[src/shl_pkg.sv]
`timescale 1ns / 1ps
// ----------------------------------------------------------------------------
// shl_pkg: shared types and constants of the state history log
// Sizes of the history, of the entry fields and of the stream words, plus the
// structs that travel along the cell chain.
// ----------------------------------------------------------------------------
package shl_pkg;

  localparam int HISTORY_DEPTH = 16;
  localparam int TYPE_BITS     = 4;
  localparam int TIME_BITS     = 32;
  localparam int ACTION_BITS   = 2;

  localparam int IN_FIELD_W  = ACTION_BITS + TYPE_BITS + TIME_BITS;
  localparam int IN_DATA_W   = ((IN_FIELD_W + 7) / 8) * 8;
  localparam int OUT_FIELD_W = 1 + TYPE_BITS + TIME_BITS;
  localparam int OUT_DATA_W  = ((OUT_FIELD_W + 7) / 8) * 8;

  typedef enum logic [ACTION_BITS-1:0] {
    ACT_INIT   = 2'd0,
    ACT_UPDATE = 2'd1,
    ACT_QUERY  = 2'd2,
    ACT_NONE   = 2'd3
  } act_t;

  // One history entry.
  typedef struct packed {
    logic [TYPE_BITS-1:0] typ;
    logic [TIME_BITS-1:0] tim;
  } ent_t;

  // Per-cell shift control.
  typedef struct packed {
    logic load;  // take entry and occupancy from the upstream neighbor
    logic clr;   // drop this cell's entry
  } ctl_t;

  // Query token walking the chain from newest to oldest.
  typedef struct packed {
    logic                 vld;
    logic                 found;
    logic [TYPE_BITS-1:0] typ;
    logic [TIME_BITS-1:0] tim;
  } tok_t;

endpackage

[src/shl_cell.sv]
`timescale 1ns / 1ps
// ----------------------------------------------------------------------------
// shl_cell: one entry of the history chain
// Holds one entry and its occupancy flag, shifts toward the old end on insert,
// and advances the query token by one cell per cycle.
// ----------------------------------------------------------------------------
module shl_cell
  import shl_pkg::*;
(
  input  logic clk,
  input  logic rst_n,
  input  ctl_t ctl,
  input  ent_t ent_in,
  input  logic occ_in,
  output ent_t ent_out,
  output logic occ_out,
  input  tok_t tok_in,
  output tok_t tok_out
);

  ent_t ent_r;
  logic occ_r;
  logic occ_nxt;
  tok_t tok_r;
  tok_t tok_nxt;

  always_comb begin
    occ_nxt = occ_r;
    if (ctl.clr) begin
      occ_nxt = 1'b0;
    end else if (ctl.load) begin
      occ_nxt = occ_in;
    end
  end

  // First occupied entry at or before the query time wins; otherwise the
  // last occupied type seen sticks.
  always_comb begin
    tok_nxt = tok_in;
    if (tok_in.vld && occ_r && !tok_in.found) begin
      tok_nxt.typ   = ent_r.typ;
      tok_nxt.found = (tok_in.tim >= ent_r.tim);
    end
  end

  // Only the valid flag of the token is reset; its payload follows it.
  always_ff @(posedge clk) begin
    if (!rst_n) begin
      occ_r     <= 1'b0;
      tok_r.vld <= 1'b0;
    end else begin
      occ_r     <= occ_nxt;
      tok_r.vld <= tok_nxt.vld;
    end
    tok_r.found <= tok_nxt.found;
    tok_r.typ   <= tok_nxt.typ;
    tok_r.tim   <= tok_nxt.tim;
  end

  always_ff @(posedge clk) begin
    if (ctl.load) begin
      ent_r <= ent_in;
    end
  end

  assign ent_out = ent_r;
  assign occ_out = occ_r;
  assign tok_out = tok_r;

endmodule

[src/state_history_log.sv]
`timescale 1ns / 1ps
// ----------------------------------------------------------------------------
// state_history_log: newest-first history of (type, time) entries
// A chain of entry cells keeps the history; inserts shift the chain by one
// cell, and queries walk a token from the newest cell to the oldest.
// ----------------------------------------------------------------------------
//
//  channel | ports           | direction | payload (tdata, lowest bit first)
//  --------+-----------------+-----------+-----------------------------------
//  input   | in_tvalid/tready| slave     | action, entry_type, entry_time
//  result  | out_tvalid/tready| master   | accepted, result_type, result_time
//
//  Timing: init, update and the unused action write their result straight
//  into the output register, and the next item can follow as soon as that
//  register can take it. A query result reaches the output register once the
//  token has walked one cell per cycle down the whole chain; input is blocked
//  until then.
//  Reset: clears all occupancy flags (empty history) and the token; entries
//  themselves are not cleared.
//  Stalls: the output register holds one result; input is taken while no query is
//  in flight and the register is empty or its result is being transferred in the same cycle.
// ----------------------------------------------------------------------------
module state_history_log
  import shl_pkg::*;
(
  input  logic                  clk,
  input  logic                  rst_n,
  input  logic                  in_tvalid,
  output logic                  in_tready,
  input  logic [IN_DATA_W-1:0]  in_tdata,   // action, entry_type, entry_time
  output logic                  out_tvalid,
  input  logic                  out_tready,
  output logic [OUT_DATA_W-1:0] out_tdata   // accepted, result_type, result_time
);

  // Input fields
  act_t                 in_action;
  logic [TYPE_BITS-1:0] in_type;
  logic [TIME_BITS-1:0] in_time;
  logic                 in_fire;

  assign in_action = act_t'(in_tdata[ACTION_BITS-1:0]);
  assign in_type   = in_tdata[ACTION_BITS +: TYPE_BITS];
  assign in_time   = in_tdata[ACTION_BITS+TYPE_BITS +: TIME_BITS];
  assign in_fire   = in_tvalid && in_tready;

  // Chain wiring: index 0 is fed by this level, index i+1 is cell i's output.
  ent_t                 ent_w [0:HISTORY_DEPTH];
  logic [HISTORY_DEPTH:0] occ_w;
  tok_t                 tok_w [0:HISTORY_DEPTH];
  ctl_t                 ctl_w [0:HISTORY_DEPTH-1];

  // Control state
  logic busy_r, busy_nxt;
  logic out_vld_r, out_vld_nxt;
  logic out_acc_r, out_acc_nxt;
  logic [TYPE_BITS-1:0] out_typ_r, out_typ_nxt;
  logic [TIME_BITS-1:0] out_tim_r, out_tim_nxt;

  logic do_init;
  logic do_upd;
  tok_t tok_last;

  assign tok_last = tok_w[HISTORY_DEPTH];

  // Update is taken only on a non-empty history with a later time and a new
  // type compared to the head cell.
  assign do_init = in_fire && (in_action == ACT_INIT);
  assign do_upd  = in_fire && (in_action == ACT_UPDATE) && occ_w[1]
                   && (in_time > ent_w[1].tim) && (in_type != ent_w[1].typ);

  assign in_tready = !busy_r && (!out_vld_r || out_tready);

  // Head of the chain: new entry, always occupied, and the query token.
  assign ent_w[0].typ = in_type;
  assign ent_w[0].tim = in_time;
  assign occ_w[0]     = 1'b1;

  always_comb begin
    tok_w[0].vld   = in_fire && (in_action == ACT_QUERY);
    tok_w[0].found = 1'b0;
    tok_w[0].typ   = '0;
    tok_w[0].tim   = in_time;
  end

  // Head cell loads on init or accepted update; the rest shift on update
  // and drop their entries on init.
  always_comb begin
    for (int i = 0; i < HISTORY_DEPTH; i++) begin
      if (i == 0) begin
        ctl_w[i].load = do_init || do_upd;
        ctl_w[i].clr  = 1'b0;
      end else begin
        ctl_w[i].load = do_upd;
        ctl_w[i].clr  = do_init;
      end
    end
  end

  for (genvar g = 0; g < HISTORY_DEPTH; g++) begin : g_cell
    shl_cell u_cell (
      .clk     (clk),
      .rst_n   (rst_n),
      .ctl     (ctl_w[g]),
      .ent_in  (ent_w[g]),
      .occ_in  (occ_w[g]),
      .ent_out (ent_w[g+1]),
      .occ_out (occ_w[g+1]),
      .tok_in  (tok_w[g]),
      .tok_out (tok_w[g+1])
    );
  end

  // Busy from query transfer until the token leaves the last cell; the
  // output register takes either a query result or an immediate result.
  always_comb begin
    busy_nxt    = busy_r;
    out_vld_nxt = out_vld_r;
    out_acc_nxt = out_acc_r;
    out_typ_nxt = out_typ_r;
    out_tim_nxt = out_tim_r;
    if (out_vld_r && out_tready) begin
      out_vld_nxt = 1'b0;
    end
    if (tok_last.vld) begin
      busy_nxt    = 1'b0;
      out_vld_nxt = 1'b1;
      out_acc_nxt = 1'b0;
      out_typ_nxt = tok_last.typ;
      out_tim_nxt = tok_last.tim;
    end else if (in_fire) begin
      if (in_action == ACT_QUERY) begin
        busy_nxt = 1'b1;
      end else begin
        out_vld_nxt = 1'b1;
        out_acc_nxt = do_init || do_upd;
        out_typ_nxt = '0;
        out_tim_nxt = '0;
      end
    end
  end

  always_ff @(posedge clk) begin
    if (!rst_n) begin
      busy_r    <= 1'b0;
      out_vld_r <= 1'b0;
    end else begin
      busy_r    <= busy_nxt;
      out_vld_r <= out_vld_nxt;
    end
  end

  always_ff @(posedge clk) begin
    out_acc_r <= out_acc_nxt;
    out_typ_r <= out_typ_nxt;
    out_tim_r <= out_tim_nxt;
  end

  assign out_tvalid = out_vld_r;
  assign out_tdata  = OUT_DATA_W'({out_tim_r, out_typ_r, out_acc_r});

  // Checks
  logic [HISTORY_DEPTH-1:0] occ_v;
  logic [HISTORY_DEPTH-1:0] tok_vld_v;

  assign occ_v = occ_w[HISTORY_DEPTH:1];

  always_comb begin
    for (int i = 0; i < HISTORY_DEPTH; i++) begin
      tok_vld_v[i] = tok_w[i+1].vld;
    end
  end

  // Occupied cells form an unbroken run from the head.
  a_occ_contig: assert property (@(posedge clk) disable iff (!rst_n)
    (occ_v & (occ_v + 1'b1)) == '0)
    else $error("occupancy has a gap");

  // At most one query in flight.
  a_one_token: assert property (@(posedge clk) disable iff (!rst_n)
    $countones(tok_vld_v) <= 1)
    else $error("more than one query token in the chain");

  // A query token only exists while busy.
  a_tok_busy: assert property (@(posedge clk) disable iff (!rst_n)
    (tok_vld_v != '0) |-> busy_r)
    else $error("query token without busy");

  // The finished query never overwrites a pending result.
  a_out_free: assert property (@(posedge clk) disable iff (!rst_n)
    tok_last.vld |-> !out_vld_r)
    else $error("query result would overwrite pending output");

  // The history is never changed while a query walks the chain.
  a_hold_on_query: assert property (@(posedge clk) disable iff (!rst_n)
    busy_r |=> $stable(occ_v))
    else $error("history changed during query");

endmodule

[config.mk]
export PLATFORM = sky130hd
export DESIGN_NAME = state_history_log
export DESIGN_NICKNAME = d
export VERILOG_FILES = /design/src/shl_pkg.sv /design/src/shl_cell.sv /design/src/state_history_log.sv
export SDC_FILE = /design/constraint.sdc
export NUM_CORES = 1
export LEC_CHECK = 0
export ABC_CLOCK_PERIOD_IN_PS = 24000
export BUFFER_PORTS_ARGS = -buffer_cell sky130_fd_sc_hd__buf_2
export CAP_MARGIN = 25
export CORE_MARGIN = 2
export CORE_UTILIZATION = 64
export CTS_CLUSTER_SIZE = 30
export DETAILED_ROUTE_END_ITERATION = 10
export GPL_ROUTABILITY_DRIVEN = 0
export GPL_TIMING_DRIVEN = 0
export HOLD_SLACK_MARGIN = 0.03
export PLACE_DENSITY = 0.81
export REMOVE_ABC_BUFFERS = 1
export SETUP_SLACK_MARGIN = 0.05
export SLEW_MARGIN = 15
export SYNTH_ARGS = -nofsm -noshare
export SYNTH_HDL_FRONTEND = slang
export SYNTH_SLANG_ARGS = --single-unit
[constraint.sdc]
create_clock -name clk -period 24 [get_ports clk]
set_clock_uncertainty 0.15 [all_clocks]
set_input_delay 2.4 -clock clk [delete_from_list [all_inputs] [get_ports clk]]
set_output_delay 2.4 -clock clk [all_outputs]
set_load 0.01 [all_outputs]
==> Word-level counts from Yosys, hierarchy flattened <==
Index checks and enable logic that the tools add are counted.
{ "op_classes": {"order_cmp": 16, "eq_ne": 4, "n_mux": 25, "n_bitwise": 2, "reduce_logical": 66} }
{ "ops": {"columns": ["operator", "count"], "rows": [
  ["$ge 32x32->1", 15],
  ["$mux 32", 3],
  ["$mux 5", 14],
  ["$logic_and 1x1->1", 40],
  ["$gt 32x32->1", 1],
  ["$logic_not 1->1", 17],
  ["$mux 4", 4],
  ["$reduce_and 2->1", 3],
  ["$mux 1", 4],
  ["$ne 4x4->1", 1],
  ["$reduce_or 2->1", 2],
  ["$eq 2x1->1 const B", 1],
  ["$eq 2x2->1 const B", 1],
  ["$logic_not 2->1", 1],
  ["$logic_or 1x1->1", 2],
  ["$ne 2x1->1 const B", 1],
  ["$not 1->1", 2],
  ["$reduce_bool 2->1", 1]
]} }
{ "totals": {"regBits": 1206, "in_bits": 44, "out_inout_bits": 42, "elab_cells": 228} }

==> Longest topological paths before layout <==
Gate-level depths: netlist of the first run.
{ "depth": {"word_depth": 9, "mapped_depth": 9, "mapped_depth_nobuf": 9} }

==> Modules after synthesis <==
A second synthesis of the first run with hierarchy kept.
{ "hier_totals": {"hier_cells": 3341, "area_unflattened_um2": 46931.3} }
{ "by_module_without_submodules": {"columns": ["module", "n_inst", "cells_per_inst", "area_per_inst_um2", "seq_area_each_um2"], "rows": [
  ["shl_cell", 16, 195, 2778.9, 1861.8],
  ["state_history_log", 1, 221, 2468.6, 1141.1]
]} }

==> Least setup slack after synthesis of the first run <==
Ideal clock, no wire load.
{ "synth_path": {"kind": "input -> register", "start": "input in_tdata[20]", "end": "register g_cell[13].u_cell.occ_r", "setup_time_ns": 0.381, "arrival_ns": 9.377, "required_ns": 23.469, "setup_slack_ns": 14.091, "cell_stages": 8, "n_path_buf": 0, "path_cell_list": "ha_1 > nand4_1 > nor4_1 > a21bo_2 > a31oi_1 > o21ai_2 > inv_2 > mux2i_1"} }
{ "synth_rtl": {"columns": ["element", "line_no", "source"], "rows": [
  ["from (decl)", "state_history_log.sv:30", "input logic [IN_DATA_W-1:0] in_tdata,"],
  ["to (signal assigned)", "shl_cell.sv:52", "occ_r <= occ_nxt;"],
  ["to (decl)", "shl_cell.sv:22", "logic occ_r;"]
]} }

==> results.toml, run 1 <==
[sta]
hold_violations = 0
fmax_ghz = 0.151
rsz0062_at_grt = "no"
worst_pin_slew_ps = 819
finalCriticalPeriod_ps = 6640
max_slew_margin_pct = 45.3
fin_crit_sh_pct = 27.7
drv_slew = 0
fin_tns_setup_ps = 0
finalSetupViolCount = 0

[global_route]
grt_pass1_vias = 23579
grt_max_degree = 122
grt_usage_pct = 18.7
antenna_found_initial = 0
grt-ovfl-total = 0
grt_pass1_wl_microns = 107000

[finish]
num_antenna_cells = 0
fin_util_pct = 72.7
areaGrowthSynthToFinish_pct = 12.2
drive_above_1_share_pct = 9.80
regArea_sq_um = 30000
multi_input_area_sq_um = 11700
nNetsFinal = 3764
nFillCells = 4133

[pwr]
clockPowerShare_pct = 42.8
power_frac_seq_pct = 54.4
p_int_mw = 3.29
combinationalPowerShare_pct = 2.8
ir_worst_vdd_mv = 0.0625
p_leak_nw = 21.8
p_switching_mw = 0.799
sw_frac_of_total_pct = 19.6
power_density_nw_per_um2 = 83.5

[critical_path]
start_kind = "primary input"
cp-end-kind = "register"
cp.required_ps = 24140
crit_type = "primary input to register"
path_delay_family = "buffers and inverters"
critPathLaunch = "in_tdata[20]"
cp_common_cell = "buf_16"
worst-path-max-fanout = 121
cp.arrival_ps = 6780
cp_num_buf_inv = 6
crit_chain = "buf_2 -> ha_1 -> nand4_1 -> nor4_1 -> a21bo_2 -> a31oi_1 -> o21ai_2 -> inv_8 -> buf_16 -> buf_16 -> buf_16 -> buf_16"
cpPeakStageDelay_ps = 520
cp_slowest_cell = "buf_16"
r2r-start = "g_cell[0].u_cell.ent_out[14]$_DFFE_PP_"

[die]
design.core.area_sq_um = 67300
die_h_microns = 265
die_w_microns = 265
fp-row-count = 95
ioPinCount = 86
start_util_pct = 64.8
dieArea_sq_um = 70200

[yosys]
synth_ff_type = "dfxtp_1"
yosysSeqAreaShare_pct = 68.7
ys_ff_latch = 1206
synth_cell_type_count = 48
syn-cell-area_sq_um = 43600
synthCells = 3051
syn_avg_cell_area_sq_um = 14.3
synth_edf_count = 580
synth-warning-count = 0
synthArstFlopShare_pct = 0

[route]
wl_met2_microns = 34200
wl_met1_microns = 24900
dr.first_iter.drc_count = 969
antenna_left = 0
vias = 22102
route.met3.wl_microns = 2080
wirelength_microns = 64100
routed.top_layer = "met4"
drc = 0
firstDrtPassIters = 5
wl_per_cell_microns = 15.2
vias_per_cell = 5.25

[cts]
root_buffer = "clkbuf_16"
htree_levels = 3
cts_hold_buf = 0
cts_tree = "built"
cts_resized = 0
cts_inserted_buffers = 111
clk_latency_ps = 650
clockBufferDepth = 3
post_cts_buffers = 0
cts_sinks = 1206
clkSlewWorstSetupHoldPaths_ps = 60

[run]
cap_violations = 0

[run_status]
status = "finished, final reports clean"

[min_path]
min_from = "g_cell[14].u_cell.tok_out[30]$_DFF_P_"
min_path_type = "register to register"

[placed_design]
dp_hpwl_microns = 43800
numPortBuffers = 80
==> per-stage QoR <==
stage | cell area (sq um) | worst slack [ps] | power [mW] | cells | hold slack [ps]
2_1_floorplan | 43500 | 13930 | 2.34 | 3040 | 160
3_3_place_gp | 45000 | 11020 | 2.37 | 3993 | 160
3_5_place_dp | 45200 | 16620 | 2.38 | 3999 | 162
4_1_cts | 48900 | 17310 | 4.12 | 4209 | 176
5_1_grt | 48900 | 16970 | 4.21 | 4210 | 181
6_report | 48900 | 17360 | 4.08 | 4210 | 174
==> final timing paths <==
| path | end | slack, ps | depth (start not counted) |
|---|---|---|---|
| worst max register to register | g_cell[13].u_cell.ent_out[1]$_DFFE_PP_ | 18840 | 12 |
| worst max-delay path | g_cell[13].u_cell.ent_out[1]$_DFFE_PP_ | 17360 | 12 |
| worst min register to register | g_cell[15].u_cell.tok_out[30]$_DFF_P_ | 170 | 0 |
| worst min-delay path | g_cell[15].u_cell.tok_out[30]$_DFF_P_ | 170 | 0 |
==> routing by layer <==
layer,GRT usage [%],up-vias
met5,0,-
met4,8.84,0
met3,3.09,182
met2,35.7,374
met1,20.0,10354
li1,-,11192
==> final cells by class <==
cell class | count | share of cell area, %
Sequential cell | 1206 | 61.2
Multi-Input combinational cell | 1340 | 23.9
Tap cell | 873 | 2.23
Timing Repair Buffer | 87 | 1.16
Clock buffer | 168 | 6.70
Inverter | 494 | 3.81
Clock inverter | 42 | 0.924
==> state kept, by name (all words and copies together) (netlist names) <==
register and flops:
g_cell.u_cell.tok_out 607, g_cell.u_cell.ent_out 544, out_tim_r 32, g_cell.u_cell.occ_out 16
out_typ_r 4, busy_r 1, out_acc_r 1, out_tvalid 1
==> placed cells by master (no fill, tap or decap), drive strengths merged, types with 6 or more instances in the layout <==
| cell type | synthesis | final |
|---|---|---|
| a211oi | 31 | 31 |
| nor2b | 26 | 26 |
| a211o | 6 | 6 |
| and3 | 10 | 10 |
| o31ai | 8 | 8 |
| mux2 | 60 | 60 |
| a311oi | 11 | 11 |
| o211ai | 27 | 27 |
| nor2 | 77 | 77 |
| nand3b | 15 | 15 |
| o21ai | 41 | 41 |
| a21o | 158 | 158 |
| a41o | 10 | 10 |
| ha | 480 | 480 |
| nand2 | 43 | 43 |
| edfxtp | 580 | 580 |
| inv | 494 | 498 |
| dfxtp | 626 | 626 |
| a2111oi | 14 | 14 |
| clkbuf | 7 | 168 |
| mux2i | 14 | 14 |
| nand3 | 6 | 6 |
| buf | 6 | 87 |
| nand4 | 102 | 102 |
| and2 | 55 | 55 |
| bufinv | 0 | 9 |
| a21oi | 113 | 113 |
| clkinv | 0 | 25 |
==> synthesized netlist by cell type (10+ instances only) <==
master	count	area, sq um
dfxtp_1	626	12500
edfxtp_1	580	17400
inv_1	493	1850
ha_1	480	6010
a21o_1	158	1190
a21oi_1	112	561
nand4_1	102	638
nor2_1	77	289
mux2_2	60	676
and2_1	55	344
nand2_1	43	161
o21ai_0	40	200
a211oi_1	31	233
o211ai_1	27	203
nor2b_1	25	156
nand3b_1	15	113
a2111oi_0	14	123
mux2i_1	14	140
a311oi_1	11	96.3
a41o_1	10	100
and3_1	10	62.6
==> kinds of logic (layout without fill, tap and decap cells) <==
kind of cell / count (synthesis) / after routing / synth area share (%)
adder cells (fa/ha/maj): 480 / 480 / 13.8
other: 1 / 3 / 0.00861
XOR/XNOR: 4 / 4 / 0.0804
buffers and inverters: 507 / 791 / 4.42
AND/OR/NAND/NOR: 348 / 348 / 4.39
flip-flops: 1206 / 1206 / 68.7
multiplexers: 74 / 74 / 1.87
AO/OA/AOI/OAI: 431 / 431 / 6.70
==> power groups by stage <==
stage	sequential, mW	combinational [mW]	clock [mW]
after detailed placement	2.27	0.112	0
after CTS	2.22	0.115	1.78
final	2.22	0.114	1.75
after global routing	2.23	0.131	1.85
after floorplan	2.26	0.0746	0
after global placement	2.27	0.102	0
Note: power is estimated with default switching activity, not from simulation.
==> inputs of run 2 (changes only) <==
- ABC_AREA: unset -> 1
- ABC_CLOCK_PERIOD_IN_PS: 24000 -> 6200
- CORE_UTILIZATION: 64 -> 62
- PLACE_DENSITY: 0.81 -> 0.79
- clock period: 24 -> 6.2 ns (I/O delays scaled with it)
==> results.toml, run 2 <==
[run_status]
status = "finished, final reports clean"

[critical_path]
cp_common_cell = "nand2_1"
cp.arrival_ps = 4790
worst-path-max-fanout = 110
start_kind = "primary input"
cp.required_ps = 6330
crit_type = "primary input to register"
cp-end-kind = "register"
path_delay_family = "buffers and inverters"
cp_slowest_cell = "inv_8"
cpPeakStageDelay_ps = 610
crit_chain = "dlygate4sd3_1 -> buf_2 -> ha_1 -> nand2_1 -> nor3_2 -> nand2_1 -> nand2_1 -> nand2_1 -> nand2_2 -> nand2_2 -> inv_8 -> buf_16 -> buf_16"
cp_num_buf_inv = 5

[pwr]
ir_worst_vdd_mv = 0.266
p_leak_nw = 23.5
power_density_nw_per_um2 = 323

[yosys]
syn_avg_cell_area_sq_um = 12.0
synth_most_common_cell = "inv_1"
synth_edf_count = 580
synth-warning-count = 0
yosys-top-cells-area = "edfxtp_1 (39%), dfxtp_1 (28%), ha_1 (13%)"
synth_top_area_cell = "edfxtp_1"
ys_ff_latch = 1206
synth_cell_type_count = 36
synthArstFlopShare_pct = 0
syn-cell-area_sq_um = 44500
synth_ff_type = "dfxtp_1"
yosysTopAreaCellShare_pct = 39.1
ys_top_cells_by_count = "inv_1 (710), dfxtp_1 (626), nand2_1 (606)"
synthCells = 3710
yosysSeqAreaShare_pct = 67.2

[cts]
post_cts_buffers = 0
cts_sinks = 1206
htree_levels = 3
clockBufferDepth = 3
clkSlewWorstSetupHoldPaths_ps = 60
cts_inserted_buffers = 114
root_buffer = "clkbuf_16"
clk_latency_ps = 660
cts_tree = "built"

[die]
fp-row-count = 98
design.core.area_sq_um = 71400
die_h_microns = 272
die_w_microns = 272
start_util_pct = 62.4
dieArea_sq_um = 74000
ioPinCount = 86

[route]
drc = 0
wirelength_microns = 65400
antenna_left = 0
dr.first_iter.drc_count = 1328
vias = 24010
wl_per_cell_microns = 13.1
firstDrtPassIters = 5
vias_per_cell = 4.82

[sta]
finalSetupViolCount = 0
finalCriticalPeriod_ps = 4660
hold_violations = 0
drv_slew = 0
fin_tns_setup_ps = 0
max_slew_margin_pct = 45.8
fmax_ghz = 0.215
rsz0062_at_grt = "no"
fin_ws_ps = 1540
fin_crit_sh_pct = 75.1
worst_pin_slew_ps = 811

[finish]
nFillCells = 4740
areaGrowthSynthToFinish_pct = 13.7
nNetsFinal = 4459
fin_area_sq_um = 50600
drive_above_1_share_pct = 7.44
layout_commonest_cell = "inv_1"
mostFrequentLayoutCells = "inv_1 (709), dfxtp_1 (625), nand2_1 (603)"
largest_register_ffs = 607

[placed_design]
dp_slack_ps = 1430
numPortBuffers = 80
dpl_cell_area_sq_um = 46200
dp_hpwl_microns = 44100

[global_route]
grt-ovfl-total = 0
grt_max_degree = 118
grt_pass1_vias = 24716
antenna_found_initial = 0
grt_pass1_wl_microns = 111000
grt_usage_pct = 18.2

[min_path]
min_path_type = "primary input to register"

[run]
cap_violations = 0
[run 2: cell count changes in the layout (fill, tap and decap cells not counted), moves of 36 or more]
cell,delta
nand2_1,+561
inv_1,+216
a21o_1,-142
a21oi_1,+88
nor2_1,+83
nand3_1,+82
nand4_1,-72
mux2_2,-56
and2_1,-55
o21ai_0,+51
dlygate4sd3_1,+36
[run 2: worst register-to-register path, delay by kind of cell, from the launching register on]
family | cells | cell delay [ps]
buf+inv | 4 | 1590
simple gates | 7 | 1510
flops | 1 | 340
fa+ha+maj | 1 | 280
[run 2: repair_timing]
action / CTS / global route
gates resized for setup: 0 / 0
hold buffers: 36 / 0
endpoints found under the hold margin: 68 / 0
[run 2: cell families (layout without fill, tap and decap cells)]
logic type	Yosys count	count (layout)	share of synthesized area [%]
AO/OA/AOI/OAI	340	340	4.10
XOR/XNOR	4	4	0.0787
adder cells (fa/ha/maj)	480	480	13.5
buffers and inverters	729	1051	6.25
flip-flops	1206	1206	67.2
multiplexers	4	4	0.101
other	1	5	0.00842
AND/OR/NAND/NOR	946	946	8.74
[run 2: cell type report]
| cell class | count | area, sq um | share of cell area (%) |
|---|---|---|---|
| diodes | 2 | 5.00 | 0.00988 |
| clock buffers | 171 | 3500 | 6.92 |
| clock inverters | 44 | 552 | 1.09 |
| inverters | 712 | 2680 | 5.29 |
| multi-input cells | 1777 | 11800 | 23.4 |
| flip-flops and latches | 1206 | 30000 | 59.1 |
| well taps | 950 | 1190 | 2.35 |
| repair buffers | 124 | 938 | 1.85 |
[run 2: per-layer routing]
layer / global-route usage, % / share of wire (%) / vias to the layer above / routed length, microns
met5: 0 / 0 / - / 0
met4: 7.78 / 4.0 / 0 / 2610
met3: 2.88 / 2.7 / 170 / 1750
met2: 35.2 / 53 / 323 / 34700
met1: 19.5 / 40 / 10817 / 26300
li1: - / - / 12700 / -
[run 2: path summary, 6_finish.rpt]
path	start	end	slack (ps)	cells past startpoint
max	in_tdata[21]	g_cell[14].u_cell.ent_out[15]$_DFFE_PP_	1540	13
min	out_tready	out_tvalid$_SDFF_PN0_	140	4
max reg2reg	g_cell[0].u_cell.ent_out[15]$_DFFE_PP_	g_cell[14].u_cell.ent_out[15]$_DFFE_PP_	1800	12
min reg2reg	g_cell[14].u_cell.tok_out[21]$_DFF_P_	g_cell[15].u_cell.tok_out[21]$_DFF_P_	180	0
[run 2: stage by stage]
step,util [%],total power [mW],hold WS (ps),std cells
after floorplan,-,9.07,160,3695
after global placement,64.5,9.21,161,4725
after detailed placement,64.8,9.25,162,4733
after CTS,71.0,16.5,92.1,4984
after global routing,71.0,16.9,113,4984
final,71.0,16.4,140,4986
[run 2: report_power, final]
group / total (mW) / internal [mW] / switching (mW)
Clock: 7.27 / 4.44 / 2.83
Combinational: 0.490 / 0.205 / 0.285
Sequential: 8.61 / 8.51 / 0.104
Total: 16.4 / 13.2 / 3.21
